File: config.mk
export PLATFORM = sky130hd
export DESIGN_NAME = sector_cache_lru_policy_unit_flat
export DESIGN_NICKNAME = d
export VERILOG_FILES = /design/src/rtl/sclru_pkg.sv /design/src/rtl/sclru_if.sv /design/src/rtl/sector_cache_lru_policy_unit.sv /design/src/rtl/sclru_cell.sv /design/src/flat_wrapper.sv
export VERILOG_INCLUDE_DIRS = /design/src /design/src/rtl
export SDC_FILE = /design/constraint.sdc
export NUM_CORES = 2
export LEC_CHECK = 0
export CORE_ASPECT_RATIO = 1.75
export CORE_MARGIN = 3
export CORE_UTILIZATION = 50
export DETAILED_ROUTE_END_ITERATION = 7
export DONT_BUFFER_PORTS = 1
export SYNTH_ARGS = -nofsm -noshare
export SYNTH_HDL_FRONTEND = slang
export SYNTH_SLANG_ARGS = --single-unit
File: constraint.sdc
create_clock -name clk_i -period 8.3 [get_ports clk_i]
set_clock_uncertainty 0.05 [all_clocks]
set_input_delay 0.415 -clock clk_i [delete_from_list [all_inputs] [get_ports clk_i]]
set_output_delay 0.415 -clock clk_i [all_outputs]
set_load 0.05 [all_outputs]
File: src/rtl/assert_macros.svh
// Assertion helpers
`ifndef ASSERT_MACROS_SVH
`define ASSERT_MACROS_SVH
`ifndef SYNTHESIS
`define ASSERT_IMPL(lbl, prop) lbl: assert property (@(posedge clk_i) disable iff (!rst_ni) prop) else $error("assertion failed");
`define ASSERT_NEVER(lbl, cond) lbl: assert property (@(posedge clk_i) disable iff (!rst_ni) !(cond)) else $error("forbidden condition");
`else
`define ASSERT_IMPL(lbl, prop)
`define ASSERT_NEVER(lbl, cond)
`endif
`endif

File: src/rtl/sclru_pkg.sv
package sclru_pkg;
  localparam logic [2:0] OP_READ = 3'd0;
  localparam logic [2:0] OP_WRITE = 3'd1;
  localparam logic [2:0] OP_PIN = 3'd2;
  localparam logic [2:0] OP_UNPIN = 3'd3;
  localparam logic [2:0] OP_ADVANCE = 3'd4;
  localparam logic [2:0] OP_BARRIER = 3'd5;
  localparam logic [2:0] OP_INVAL = 3'd6;
  localparam logic [2:0] OP_RSVD = 3'd7;

  localparam logic [2:0] ST_OK = 3'd0;
  localparam logic [2:0] ST_RANGE = 3'd1;
  localparam logic [2:0] ST_NOVICTIM = 3'd2;
  localparam logic [2:0] ST_INVARG = 3'd3;
  localparam logic [2:0] ST_RDONLY = 3'd4;
  localparam logic [2:0] ST_OVERFLOW = 3'd5;
  localparam logic [2:0] ST_INVSTATE = 3'd6;
  localparam logic [2:0] ST_DEVERR = 3'd7;

  localparam logic [1:0] CFG_ENTRIES = 2'd0;
  localparam logic [1:0] CFG_SECTORS = 2'd1;
  localparam logic [1:0] CFG_RDONLY = 2'd2;

  localparam logic [1:0] K_EMPTY = 2'd0;
  localparam logic [1:0] K_CLEAN = 2'd1;
  localparam logic [1:0] K_DIRTY = 2'd2;
  localparam logic [1:0] K_FAILED = 2'd3;

  typedef struct packed {
    logic [1:0] kind;
    logic [31:0] tag;
    logic [15:0] pins;
    logic [31:0] stamp;
    logic [31:0] dirty_gen;
  } entry_t;

  typedef struct packed {
    logic [2:0] operation;
    logic [31:0] sector;
    logic [31:0] generation;
    logic device_failed;
    logic [15:0] write_fail_mask;
  } req_t;

  typedef struct packed {
    logic [2:0] status;
    logic [3:0] entry_index;
    logic hit;
    logic writeback;
    logic [31:0] writeback_sector;
    logic [31:0] new_generation;
    logic last;
  } rsp_t;

  // command broadcast to the cells for one rotation step
  typedef struct packed {
    logic shift;
    logic wr;
    entry_t wdata;
  } cell_ctl_t;
endpackage

File: src/rtl/sclru_if.sv
interface sclru_req_if;
  import sclru_pkg::*;
  logic valid;
  logic ready;
  req_t data;
  modport source (output valid, data, input ready);
  modport sink (input valid, data, output ready);
endinterface

interface sclru_rsp_if;
  import sclru_pkg::*;
  logic valid;
  logic ready;
  rsp_t data;
  modport source (output valid, data, input ready);
  modport sink (input valid, data, output ready);
endinterface

interface sclru_cfg_if;
  logic valid;
  logic ready;
  logic [1:0] index;
  logic [31:0] wdata;
  modport source (output valid, index, wdata, input ready);
  modport sink (input valid, index, wdata, output ready);
endinterface

File: src/rtl/sector_cache_lru_policy_unit.sv
// Ring of ENTRIES cells rotating one entry per cycle past a head stage, save in the
// decision state and while a barrier notice waits. Read, write, pin, unpin, barrier:
// search pass, decision state, update pass. No new request is taken until the result
// is taken. Invalidate answers after its clearing pass; advance, bad barrier target
// and undefined op skip the passes. Notices add cycles only while the receiver stalls.
// Asynchronous reset empties all entries, use clock 0, generation 1, config to defaults.
`include "assert_macros.svh"
module sector_cache_lru_policy_unit
  import sclru_pkg::*;
#(
  parameter int ENTRIES = 16
) (
  input  logic clk_i,
  input  logic rst_ni,
  sclru_req_if.sink   req,
  sclru_rsp_if.source rsp,
  sclru_cfg_if.sink   cfg
);
  localparam int IW = (ENTRIES > 1) ? $clog2(ENTRIES) : 1;
  localparam int CW = $clog2(ENTRIES + 1);

  localparam logic [2:0] S_IDLE = 3'd0;
  localparam logic [2:0] S_P1 = 3'd1;
  localparam logic [2:0] S_P2 = 3'd2;
  localparam logic [2:0] S_P3 = 3'd3;
  localparam logic [2:0] S_OUT = 3'd4;

  entry_t ent [ENTRIES];
  entry_t head_new;
  cell_ctl_t ctl;

  // cell 0 takes the (possibly rewritten) last cell: a ring
  for (genvar g = 0; g < ENTRIES; g++) begin : g_cell
    cell_ctl_t c;
    always_comb begin
      c = ctl;
    end
    if (g == 0) begin : g_h
      sclru_cell u_cell (.clk_i, .rst_ni, .ctl_i(c), .prev_i(head_new), .ent_o(ent[g]));
    end else begin : g_b
      sclru_cell u_cell (.clk_i, .rst_ni, .ctl_i(c), .prev_i(ent[g-1]), .ent_o(ent[g]));
    end
  end

  entry_t cur;
  assign cur = ent[ENTRIES-1];

  logic [2:0] state_q, state_d;
  logic [IW-1:0] pos_q, pos_d;
  req_t r_q, r_d;
  logic [4:0] n_cfg_q, n_cfg_d;
  logic [31:0] sectors_q, sectors_d;
  logic ro_q, ro_d;
  logic [31:0] clk_q, clk_d, gen_q, gen_d;
  logic fnd_q, fnd_d, vic_q, vic_d, vemp_q, vemp_d, anyf_q, anyf_d;
  logic [IW-1:0] fidx_q, fidx_d, vidx_q, vidx_d;
  logic [31:0] vuse_q, vuse_d;
  logic [2:0] st_q, st_d;
  logic [IW-1:0] idx_q, idx_d;
  logic hit_q, hit_d;
  rsp_t out_q, out_d;
  logic ov_q, ov_d;
  logic busy_out;
  logic [CW-1:0] n;

  assign n = (32'(n_cfg_q) > 32'(ENTRIES)) ? CW'(ENTRIES) : CW'(n_cfg_q);
  assign busy_out = ov_q && !rsp.ready;
  assign req.ready = (state_q == S_IDLE) && !busy_out;
  assign cfg.ready = 1'b1;
  assign rsp.valid = ov_q;
  assign rsp.data = out_q;

  logic live, tdirty;
  assign live = {1'b0, pos_q} < (IW+1)'(n);
  assign tdirty = cur.kind >= K_DIRTY && cur.dirty_gen <= r_q.generation;

  function automatic rsp_t mk(logic [2:0] s, logic [IW-1:0] i, logic h, logic w,
                              logic [31:0] ws, logic [31:0] ng, logic l);
    rsp_t o;
    o.status = s;
    o.entry_index = 4'(i);
    o.hit = h;
    o.writeback = w;
    o.writeback_sector = ws;
    o.new_generation = ng;
    o.last = l;
    return o;
  endfunction

  always_comb begin
    state_d = state_q; pos_d = pos_q; r_d = r_q;
    n_cfg_d = n_cfg_q; sectors_d = sectors_q; ro_d = ro_q;
    clk_d = clk_q; gen_d = gen_q;
    fnd_d = fnd_q; vic_d = vic_q; vemp_d = vemp_q; anyf_d = anyf_q;
    fidx_d = fidx_q; vidx_d = vidx_q; vuse_d = vuse_q;
    st_d = st_q; idx_d = idx_q; hit_d = hit_q;
    out_d = out_q; ov_d = ov_q;
    ctl = '0;
    head_new = cur;
    if (ov_q && rsp.ready) ov_d = 1'b0;
    if (cfg.valid) begin
      unique case (cfg.index)
        CFG_ENTRIES: n_cfg_d = cfg.wdata[4:0];
        CFG_SECTORS: sectors_d = cfg.wdata;
        CFG_RDONLY: ro_d = cfg.wdata[0];
        default: ;
      endcase
    end
    unique case (state_q)
      S_IDLE: begin
        if (req.valid && req.ready) begin
          r_d = req.data;
          pos_d = '0; fnd_d = 1'b0; vic_d = 1'b0; vemp_d = 1'b0; anyf_d = 1'b0;
          st_d = ST_OK; idx_d = '0; hit_d = 1'b0;
          state_d = S_P1;
        end
      end
      S_P1: begin
        ctl.shift = 1'b1;
        unique case (r_q.operation)
          OP_READ, OP_WRITE, OP_PIN, OP_UNPIN: begin
            if (live && cur.kind != K_EMPTY && cur.tag == r_q.sector && !fnd_d) begin
              fnd_d = 1'b1; fidx_d = pos_q;
            end
            if (live && cur.pins == 16'd0 && !vemp_q) begin
              if (cur.kind == K_EMPTY) begin
                vic_d = 1'b1; vemp_d = 1'b1; vidx_d = pos_q;
              end else if (cur.kind == K_CLEAN && (!vic_q || cur.stamp < vuse_q)) begin
                vic_d = 1'b1; vidx_d = pos_q; vuse_d = cur.stamp;
              end
            end
          end
          OP_BARRIER: begin
            if (live && tdirty) begin
              head_new.kind = r_q.write_fail_mask[pos_q] ? K_FAILED : K_DIRTY;
              if (r_q.write_fail_mask[pos_q]) anyf_d = 1'b1;
              out_d = mk(r_q.write_fail_mask[pos_q] ? ST_DEVERR : ST_OK, pos_q, 1'b0,
                         1'b1, cur.tag, '0, 1'b0);
              ov_d = 1'b1;
            end
          end
          OP_INVAL: if (live) head_new = '0;
          default: ;
        endcase
        if (r_q.operation == OP_BARRIER && live && tdirty && busy_out) begin
          ctl.shift = 1'b0; head_new = cur;
          anyf_d = anyf_q; out_d = out_q; ov_d = ov_q;
        end
        if (ctl.shift) begin
          pos_d = pos_q + 1'b1;
          if (pos_q == IW'(ENTRIES-1)) begin
            pos_d = '0;
            state_d = S_P2;
            priority if (r_q.operation == OP_BARRIER) begin
              if (r_q.generation == 0 || r_q.generation > gen_q) state_d = S_OUT;
            end else if (r_q.operation == OP_INVAL || r_q.operation == OP_ADVANCE ||
                         r_q.operation == OP_RSVD) begin
              state_d = S_OUT;
            end
          end
        end
        // barrier precheck before any notice
        if (r_q.operation == OP_BARRIER && pos_q == '0 &&
            (r_q.generation == 0 || r_q.generation > gen_q)) begin
          ctl.shift = 1'b0; head_new = cur; out_d = out_q; ov_d = ov_q && !rsp.ready;
          anyf_d = anyf_q; st_d = ST_INVARG; state_d = S_OUT;
        end
        if (r_q.operation == OP_INVAL && pos_q == IW'(ENTRIES-1)) clk_d = '0;
        if (r_q.operation == OP_ADVANCE) begin
          ctl.shift = 1'b0; head_new = cur; state_d = S_OUT;
          if (gen_q == '1) st_d = ST_OVERFLOW;
          else gen_d = gen_q + 1'b1;
        end
        if (r_q.operation == OP_RSVD) begin
          ctl.shift = 1'b0; head_new = cur; st_d = ST_INVARG; state_d = S_OUT;
        end
      end
      S_P2: begin
        ctl.shift = 1'b1;
        if (pos_q == '0) begin
          // decide the outcome before touching entries
          priority if (r_q.operation == OP_BARRIER) begin
            st_d = anyf_q ? ST_DEVERR : (r_q.device_failed ? ST_DEVERR : ST_OK);
          end else if (r_q.operation == OP_UNPIN) begin
            vic_d = 1'b0;
            if (!fnd_q) st_d = ST_INVSTATE;
            else begin idx_d = fidx_q; hit_d = 1'b1; end
          end else if (r_q.operation == OP_WRITE &&
                       (r_q.generation == 0 || r_q.generation > gen_q)) begin
            st_d = ST_INVARG; fnd_d = 1'b0; vic_d = 1'b0;
          end else if (r_q.operation == OP_WRITE && ro_q) begin
            st_d = ST_RDONLY; fnd_d = 1'b0; vic_d = 1'b0;
          end else if (r_q.sector >= sectors_q) begin
            st_d = ST_RANGE; fnd_d = 1'b0; vic_d = 1'b0;
          end else if (fnd_q) begin
            idx_d = fidx_q; hit_d = 1'b1; vic_d = 1'b0; clk_d = clk_q + 1'b1;
          end else if (vic_q) begin
            idx_d = vidx_q; clk_d = clk_q + 1'b1;
          end else begin
            st_d = ST_NOVICTIM;
          end
          ctl.shift = 1'b0;
          state_d = S_P3;
        end
      end
      S_P3: begin
        ctl.shift = 1'b1;
        if ((fnd_q && pos_q == fidx_q) || (vic_q && pos_q == vidx_q)) begin
          unique case (r_q.operation)
            OP_UNPIN: begin
              if (cur.pins == 16'd0) st_d = ST_INVSTATE;
              else head_new.pins = cur.pins - 1'b1;
            end
            default: begin
              if (vic_q) begin
                head_new = '0;
                head_new.tag = r_q.sector;
                head_new.kind = K_CLEAN;
              end
              head_new.stamp = clk_q;
              if ((r_q.operation == OP_READ || r_q.operation == OP_PIN) && vic_q &&
                  r_q.device_failed) begin
                head_new = '0; st_d = ST_DEVERR;
              end else if (r_q.operation == OP_WRITE) begin
                head_new.kind = K_DIRTY; head_new.dirty_gen = r_q.generation;
              end else if (r_q.operation == OP_PIN) begin
                if (head_new.pins == 16'hFFFF) st_d = ST_OVERFLOW;
                else head_new.pins = head_new.pins + 1'b1;
              end
            end
          endcase
        end
        if (r_q.operation == OP_BARRIER && live && tdirty && !anyf_q) begin
          if (r_q.device_failed) begin
            if (cur.kind == K_DIRTY) head_new.kind = K_FAILED;
          end else begin
            head_new.kind = K_CLEAN; head_new.dirty_gen = '0;
          end
        end
        pos_d = pos_q + 1'b1;
        if (pos_q == IW'(ENTRIES-1)) begin pos_d = '0; state_d = S_OUT; end
      end
      S_OUT: begin
        if (!busy_out) begin
          out_d = mk(st_q, idx_q, hit_q, 1'b0, '0,
                     (r_q.operation == OP_ADVANCE && st_q == ST_OK) ? gen_q : '0, 1'b1);
          ov_d = 1'b1;
          state_d = S_IDLE;
        end
      end
      default: state_d = S_IDLE;
    endcase
  end

  always_ff @(posedge clk_i or negedge rst_ni) begin
    if (!rst_ni) begin
      state_q <= S_IDLE; pos_q <= '0; ov_q <= 1'b0;
      n_cfg_q <= 5'd16; sectors_q <= '1; ro_q <= 1'b0;
      clk_q <= '0; gen_q <= 32'd1;
      fnd_q <= 1'b0; vic_q <= 1'b0; vemp_q <= 1'b0; anyf_q <= 1'b0;
    end else begin
      state_q <= state_d; pos_q <= pos_d; ov_q <= ov_d;
      n_cfg_q <= n_cfg_d; sectors_q <= sectors_d; ro_q <= ro_d;
      clk_q <= clk_d; gen_q <= gen_d;
      fnd_q <= fnd_d; vic_q <= vic_d; vemp_q <= vemp_d; anyf_q <= anyf_d;
    end
  end

  always_ff @(posedge clk_i) begin
    r_q <= r_d; fidx_q <= fidx_d; vidx_q <= vidx_d; vuse_q <= vuse_d;
    st_q <= st_d; idx_q <= idx_d; hit_q <= hit_d; out_q <= out_d;
  end

  `ASSERT_IMPL(a_hold, ov_q && !rsp.ready |=> ov_q && $stable(out_q))
  `ASSERT_NEVER(a_accept_busy, req.valid && req.ready && state_q != S_IDLE)
  `ASSERT_IMPL(a_gen_nz, gen_q != 32'd0)
endmodule

File: src/rtl/sclru_cell.sv
module sclru_cell
  import sclru_pkg::*;
(
  input  logic      clk_i,
  input  logic      rst_ni,
  input  cell_ctl_t ctl_i,
  input  entry_t    prev_i,
  output entry_t    ent_o
);
  entry_t ent_q, ent_d;
  always_comb begin
    ent_d = ent_q;
    if (ctl_i.shift) begin
      ent_d = prev_i;
    end
  end
  always_ff @(posedge clk_i or negedge rst_ni) begin
    if (!rst_ni) begin
      ent_q <= '0;
    end else begin
      ent_q <= ent_d;
    end
  end
  assign ent_o = ent_q;
endmodule

File: src/flat_wrapper.sv
// flat-port wrapper written by rule: the top's interface ports become plain ports
module sector_cache_lru_policy_unit_flat import sclru_pkg::*;
#(
  parameter int ENTRIES = 16
)
  (clk_i, rst_ni, req_valid, req_data, req_ready, rsp_valid, rsp_data, rsp_ready, cfg_valid, cfg_index, cfg_wdata, cfg_ready);
  sclru_req_if req_i ();
  sclru_rsp_if rsp_i ();
  sclru_cfg_if cfg_i ();
  input  logic clk_i;
  input  logic rst_ni;
  input wire logic [$bits(req_i.valid)-1:0] req_valid;
  input wire logic [$bits(req_i.data)-1:0] req_data;
  output wire logic [$bits(req_i.ready)-1:0] req_ready;
  output wire logic [$bits(rsp_i.valid)-1:0] rsp_valid;
  output wire logic [$bits(rsp_i.data)-1:0] rsp_data;
  input wire logic [$bits(rsp_i.ready)-1:0] rsp_ready;
  input wire logic [$bits(cfg_i.valid)-1:0] cfg_valid;
  input wire logic [$bits(cfg_i.index)-1:0] cfg_index;
  input wire logic [$bits(cfg_i.wdata)-1:0] cfg_wdata;
  output wire logic [$bits(cfg_i.ready)-1:0] cfg_ready;
  assign req_i.valid = req_valid;
  assign req_i.data = req_data;
  assign req_ready = req_i.ready;
  assign rsp_valid = rsp_i.valid;
  assign rsp_data = rsp_i.data;
  assign rsp_i.ready = rsp_ready;
  assign cfg_i.valid = cfg_valid;
  assign cfg_i.index = cfg_index;
  assign cfg_i.wdata = cfg_wdata;
  assign cfg_ready = cfg_i.ready;
  sector_cache_lru_policy_unit #(.ENTRIES(ENTRIES)) u_core (.clk_i(clk_i), .rst_ni(rst_ni), .req(req_i), .rsp(rsp_i), .cfg(cfg_i));
endmodule
## Yosys cells after proc, flatten, opt, wreduce, memory -nomap -nowiden

Index checks and enable logic that the tools add are counted.
Widths: inputs -> output; s select.

| word-level totals | value |
|---|---|
| output and inout bits | 77 |
| flip-flop bits (word level) | 2,144 |

| operators by class | value |
|---|---|
| reduce and logical (&&, ||, !) cells | 75 |
| equality and inequality tests | 60 |
| mux-type cells | 162 |
| bitwise logic cells | 2 |
| $lt $le $gt $ge | 8 |
| add/subtract/negate cells | 5 |

Operators with widths:

| cell | number |
|---|---|
| $mux 114 | 10 |
| $mux 32 | 16 |
| $mux 74 | 5 |
| $pmux 114 s2 | 1 |
| $pmux 74 s2 | 1 |
| $mux 112 | 1 |
| $mux 3 | 36 |
| $mux 16 | 6 |
| $add 32x1->32 const B | 2 |
| $mux 64 | 1 |
| $pmux 32 s2 | 1 |
| $mux 4 | 14 |
| $mux 1 | 49 |
| $mux 34 | 1 |
| $eq 32x32->1 | 1 |
| $eq 32x32->1 const B | 1 |
| $ge 32x32->1 | 1 |
| $gt 32x32->1 | 1 |
| $le 32x32->1 | 1 |
| $logic_not 32->1 | 1 |
| $lt 32x32->1 | 1 |
| $logic_and 1x1->1 | 26 |
| $ne 2x1->1 const B | 11 |
| $ne 2x2->1 const B | 10 |
| other kinds (55) | 114 |

## Logic depth before layout (Yosys ltp)

| depth | value |
|---|---|
| depth after elaboration | 16 |
| gate-level depth with buffers | 15 |
| depth with buffers taken out | 12 |

## By module

A second synthesis with hierarchy kept.

| second synthesis, totals | value |
|---|---|
| cell total of the unflattened synthesis | 5,622 |
| area total of the unflattened synthesis | 90,574.4 um^2 |

By module, submodules not included:

| module | cells an instance | seq. area each (um^2) | area an instance (um^2) | instances |
|---|---|---|---|---|
| sclru_cell | 241 | 2,852.7 | 4,480.5 | 16 |
| sector_cache_lru_policy_unit | 1,766 | 9,081.2 | 18,885.6 | 1 |

## Worst setup path after synthesis

Ideal clock, no wire load.

| path | value |
|---|---|
| path type | reg2reg |
| start point | register u_core.gen_q[17] |
| end point | register u_core.out_q, in the netlist u_core.rsp.data[0] (enable) |
| arrival | 5.839 ns |
| path slack | 1.880 ns |
| required time | 7.719 ns |
| cell stages (with the launch flop) | 11 |
| buffers on the path | 0 |
| path through | dfrtp_1 inv_1 ha_1 a21oi_1 o21ai_1 a221o_1 a2111oi_1 o2bb2ai_2 nand2b_1 nand4_1 a21oi_1 |

| between the ends | value |
|---|---|
| cells in the longest elaborated chain, start to end | 5 |

Ends and longest elaborated chain:

| item | line | RTL |
|---|---|---|
| start, declared | sector_cache_lru_policy_unit.sv:54 | `logic [31:0] clk_q, clk_d, gen_q, gen_d;` |
| start signal, assigned | sector_cache_lru_policy_unit.sv:264 | `clk_q <= clk_d; gen_q <= gen_d;` |
| $gt 32x32->1 | sector_cache_lru_policy_unit.sv:164 | `(r_q.generation == 0 \|\| r_q.generation > gen_q)) begin` |
| $logic_or 1x1->1 | sector_cache_lru_policy_unit.sv:164 |  |
| $logic_and 1x1->1 | sector_cache_lru_policy_unit.sv:163 | `if (r_q.operation == OP_BARRIER && pos_q == '0 &&` |
| $ne 2x2->1 (no source line) | n/a |  |
| $reduce_and 6->1 (no source line) | n/a |  |
| end signal, assigned | sector_cache_lru_policy_unit.sv:271 | `st_q <= st_d; idx_q <= idx_d; hit_q <= hit_d; out_q <= out_d;` |
| end, declared | sector_cache_lru_policy_unit.sv:61 | `rsp_t out_q, out_d;` |

No other way between the ends.
A chain may end at the register's enable or synchronous reset.

## Worst setup path after layout

| path | value |
|---|---|
| start point | register u_core.gen_q[7] |
| end point | register u_core.g_cell[0].g_h.u_cell.ent_q, in the netlist u_core.g_cell[0].g_h.u_cell.ent_o[50] |

| between the ends | value |
|---|---|
| cells in the longest elaborated chain, start to end | 7 |

Ends and longest elaborated chain:

| item | line | RTL |
|---|---|---|
| $gt 32x32->1 * | sector_cache_lru_policy_unit.sv:164 |  |
| $logic_or 1x1->1 * | sector_cache_lru_policy_unit.sv:164 |  |
| $logic_and 1x1->1 * | sector_cache_lru_policy_unit.sv:163 |  |
| $mux 1 / $mux 114 (equally long branches) | sector_cache_lru_policy_unit.sv:163 |  |
| $mux 1 / $mux 114 (equally long branches) | sector_cache_lru_policy_unit.sv:169 | `if (r_q.operation == OP_ADVANCE) begin` |
| $mux 1 / $mux 114 (equally long branches) | sector_cache_lru_policy_unit.sv:174 | `if (r_q.operation == OP_RSVD) begin` |
| $pmux 1 s3 / $pmux 114 s2 (equally long branches) | sector_cache_lru_policy_unit.sv:109 | `unique case (state_q)` |
| end signal, assigned | sclru_cell.sv:21 | `ent_q <= ent_d;` |
| end, declared | sclru_cell.sv:10 | `entry_t ent_q, ent_d;` |

Mark *: on every way between the ends. The rest lies on a longest branch, timed or not.

==> run_results.csv <==
group,metric,value,unit
status,status,"completed",
sta,fmax,198.0,MHz
sta,slew_headroom,0.09411,
synthesis,yosysMostFrequentCell,"nand2_1",
worst_setup_path,crit_fanout,160,
synthesis,synth_edf_count,206,
synthesis,synth.avg_cell_area,9.330,um^2
global_route,track_usage,0.2069,
place,place.gp.congestion,0.8595,
detailed_routing,first_pass_iters,5,
final_layout,fin_cells,11690,
sta,min_period_over_period,0.6084,
synthesis,ys.flop_type,"dfrtp_1",
detailed_routing,via_count,59760,
sta,fin_setup_tns,0,ns
min_path,hp-class,"input pin to async pin",
global_route,grt-ovfl-total,0,
pwr,ir_worst_vdd,0.6063,mV
detailed_routing,drc_errors,0,
synthesis,ys_seq_elements,2144,
sta,worst_slack,3.250,ns
clock_tree,htreeDepth,4,
global_route,first_global_vias,58490,
final_layout,drive_above_1_share,0.05286,
place,io_buffers,0,
global_route,grt_pass1_wl,309600,um
detailed_routing,routedWlPerCell,15.90,um
floorplan,start_util,0.5043,
sta,fin_crit,5.050,ns
final_layout,finish.utilization,0.5556,
synthesis,synth.yosys.seq_area_share,0.6259,
sta,slew_viol_final,0,
sta,tightest_slew,1.359,ns
synthesis,synth_top_cell_area_share,0.5449,
sta,finalSetupViolations,0,
final_layout,areaGrowthSynthToFinish,10.18,%
worst_setup_path,cp.required,9.00,ns
worst_setup_path,cp-start-kind,"register",
clock_tree,cts_resized,0,
clock_tree,clkSinkCount,2144,
floorplan,ios,200,
detailed_routing,post_drt_via_cell_ratio,5.114,
floorplan,die_y,559.2,um
worst_setup_path,regToRegSetupSlack,3.25,ns
floorplan,dieWidth,322.1,um
clock_tree,clk_latency,0.84,ns
synthesis,synth_fp_nets,9630,
floorplan,fp.coreArea,0.1734,mm^2
clock_tree,clock_tree.root_cell,"clkbuf_16",
synthesis,netlist_area,0.08743,mm^2
sta,rsz0062_at_grt,"no",
sta,hold_viol,0,
place,dp_slack,3.236,ns
clock_tree,cts_tree,"yes",
detailed_routing,antenna_left,0,
place,dp_hpwl,112800,um
synthesis,synth_cell_types,82,
worst_setup_path,end_kind,"register",
synthesis,syn_inst,9371,
global_route,antenna_found_initial,5,
synthesis,yosysTopAreaCell,"dfrtp_1",
synthesis,synth_common_cells,"5,246 x nand2_1, 1,904 x dfrtp_1, 273 x nor2_1, 270 x buf_2, 206 x edfxtp_1",
place,dp_cells,11190,
detailed_routing,routed_wl,185800,um
pwr,power_density,410.0,mW/mm^2
job,cap_violations,0,
synthesis,synth_warnings,0,
worst_setup_path,cp.arrival,5.75,ns
pwr,leakage,50.64,nW
floorplan,die_area,0.1801,mm^2
clock_tree,max-clock-path-buffers,4,
clock_tree,path_clk_slew,0.07,ns
final_layout,nets,9536,
worst_setup_path,worst-setup-path-type,"register to register",
floorplan,rows,202,
detailed_routing,initialDrtViolationCount,5315,
synthesis,synthTopCellsByArea,"dfrtp_1 54%, nand2_1 23%, edfxtp_1 7.1%",
clock_tree,numCtsBuffers,201,
synthesis,synthArstFlopShare,0.9039,
global_route,grt_start_max_net_pins,267,
-- worst paths after layout --
kind,to,from,cells after the start
worst max-delay path,u_core.g_cell[0].g_h.u_cell.ent_o[50]$_DFFE_PN0P_,u_core.gen_q[7]$_DFFE_PN0P_,12
worst min-delay path,u_core.gen_q[11]$_DFFE_PN0P_,rst_ni,2
worst max register to register,u_core.g_cell[0].g_h.u_cell.ent_o[50]$_DFFE_PN0P_,u_core.gen_q[7]$_DFFE_PN0P_,12
worst min register to register,u_core.g_cell[9].g_b.u_cell.ent_o[7]$_DFFE_PN0P_,u_core.g_cell[8].g_b.u_cell.ent_o[7]$_DFFE_PN0P_,2
max in group asynchronous,u_core.g_cell[11].g_b.u_cell.ent_o[56]$_DFFE_PN0P_,rst_ni,6
min in group clk_i,u_core.r_q[28]$_DFFE_PP_,req_data[28],1
-- power by group --
part | internal (W) | switching (W) | total [W]
logic | 0.00361 | 0.0102 | 0.0138
clock network | 0.00564 | 0.00400 | 0.00963
registers | 0.0140 | 0.00205 | 0.0161
total | 0.0233 | 0.0162 | 0.0395
-- layout make-up --
class,instances,area (um^2)
clock inverters,70,943.4
flip-flops and latches,2144,54730
repair buffers,194,2177
diodes,2,5.005
clock buffers,296,5995
well taps,2244,2808
multi-input cells,6591,29130
inverters,145,545.5
fillers,15500,77050
-- sequential cells by signal (all words and copies together) (netlist names), 3 cells and up --
name                            cells
u_core.clk_q                       32
u_core.fidx_q                       4
u_core.g_cell.g_b.u_cell.ent_o   1710
u_core.g_cell.g_h.u_cell.ent_o    114
u_core.gen_q                       32
u_core.idx_q                        4
u_core.n_cfg_q                      5
u_core.pos_q                        4
u_core.r_q                         84
u_core.rsp.data                    74
u_core.sectors_q                   32
u_core.st_q                         3
u_core.state_q                      3
u_core.vidx_q                       4
u_core.vuse_q                      32
-- kinds of logic (layout without fill, tap and decap cells) --
family / count (synthesis) / after routing / share of synthesized area
simple gates: 5881 / 5881 / 0.2628
buf+inv: 636 / 705 / 0.04177
mux: 49 / 49 / 0.006755
compound gates: 442 / 442 / 0.03505
other cells: 1 / 3 / 0.00004289
flops: 2144 / 2144 / 0.6259
xor+xnor: 82 / 82 / 0.008214
fa+ha+maj: 136 / 136 / 0.01946
-- placed cells by master (no fill, tap or decap), drive strengths merged, types with 96 or more instances in the layout --
master / count
ha: 136
a21oi: 96
nand2: 5246
clkbuf: 296
dlygate4sd3: 123
a221oi: 106
nor2: 276
inv: 148
edfxtp: 206
dfrtp: 1904
-- metal layers --
| metal | wire length (um) | track usage |
|---|---|---|
| met4 | 5608 | 0.06679 |
| met1 | 86660 | 0.2953 |
| met3 | 7346 | 0.02813 |
| met5 | 0 | 0 |
| met2 | 86150 | 0.3294 |
-- metrics by stage --
stage	hold slack (ns)	power, W	area (um^2)
2_1_floorplan	0.06941	0.02723	87430
3_3_place_gp	0.07466	0.02983	88100
3_5_place_dp	0.07469	0.03019	88100
4_1_cts	0.09074	0.04007	96300
5_1_grt	0.1228	0.04269	96330
6_report	0.09170	0.03949	96330
-- critical path: stages (launching register included) --
cell	delay [ns]
dfrtp_1	0.41
inv_1	0.09
ha_1	0.32
nand4_1	0.14
nor4_1	0.63
nand2_1	0.14
o2bb2ai_2	0.56
or3_1	0.30
a41o_4	0.80
buf_12	0.53
buf_12	0.44
nor2_1	0.08
nor2_1	0.13
-- what timing repair did --
item	in CTS	in global routing
buffers inserted	0	0
hold buffers	124	0
hold endpoints to repair	478	0
No activity file was read; power rests on OpenSTA's default activity.
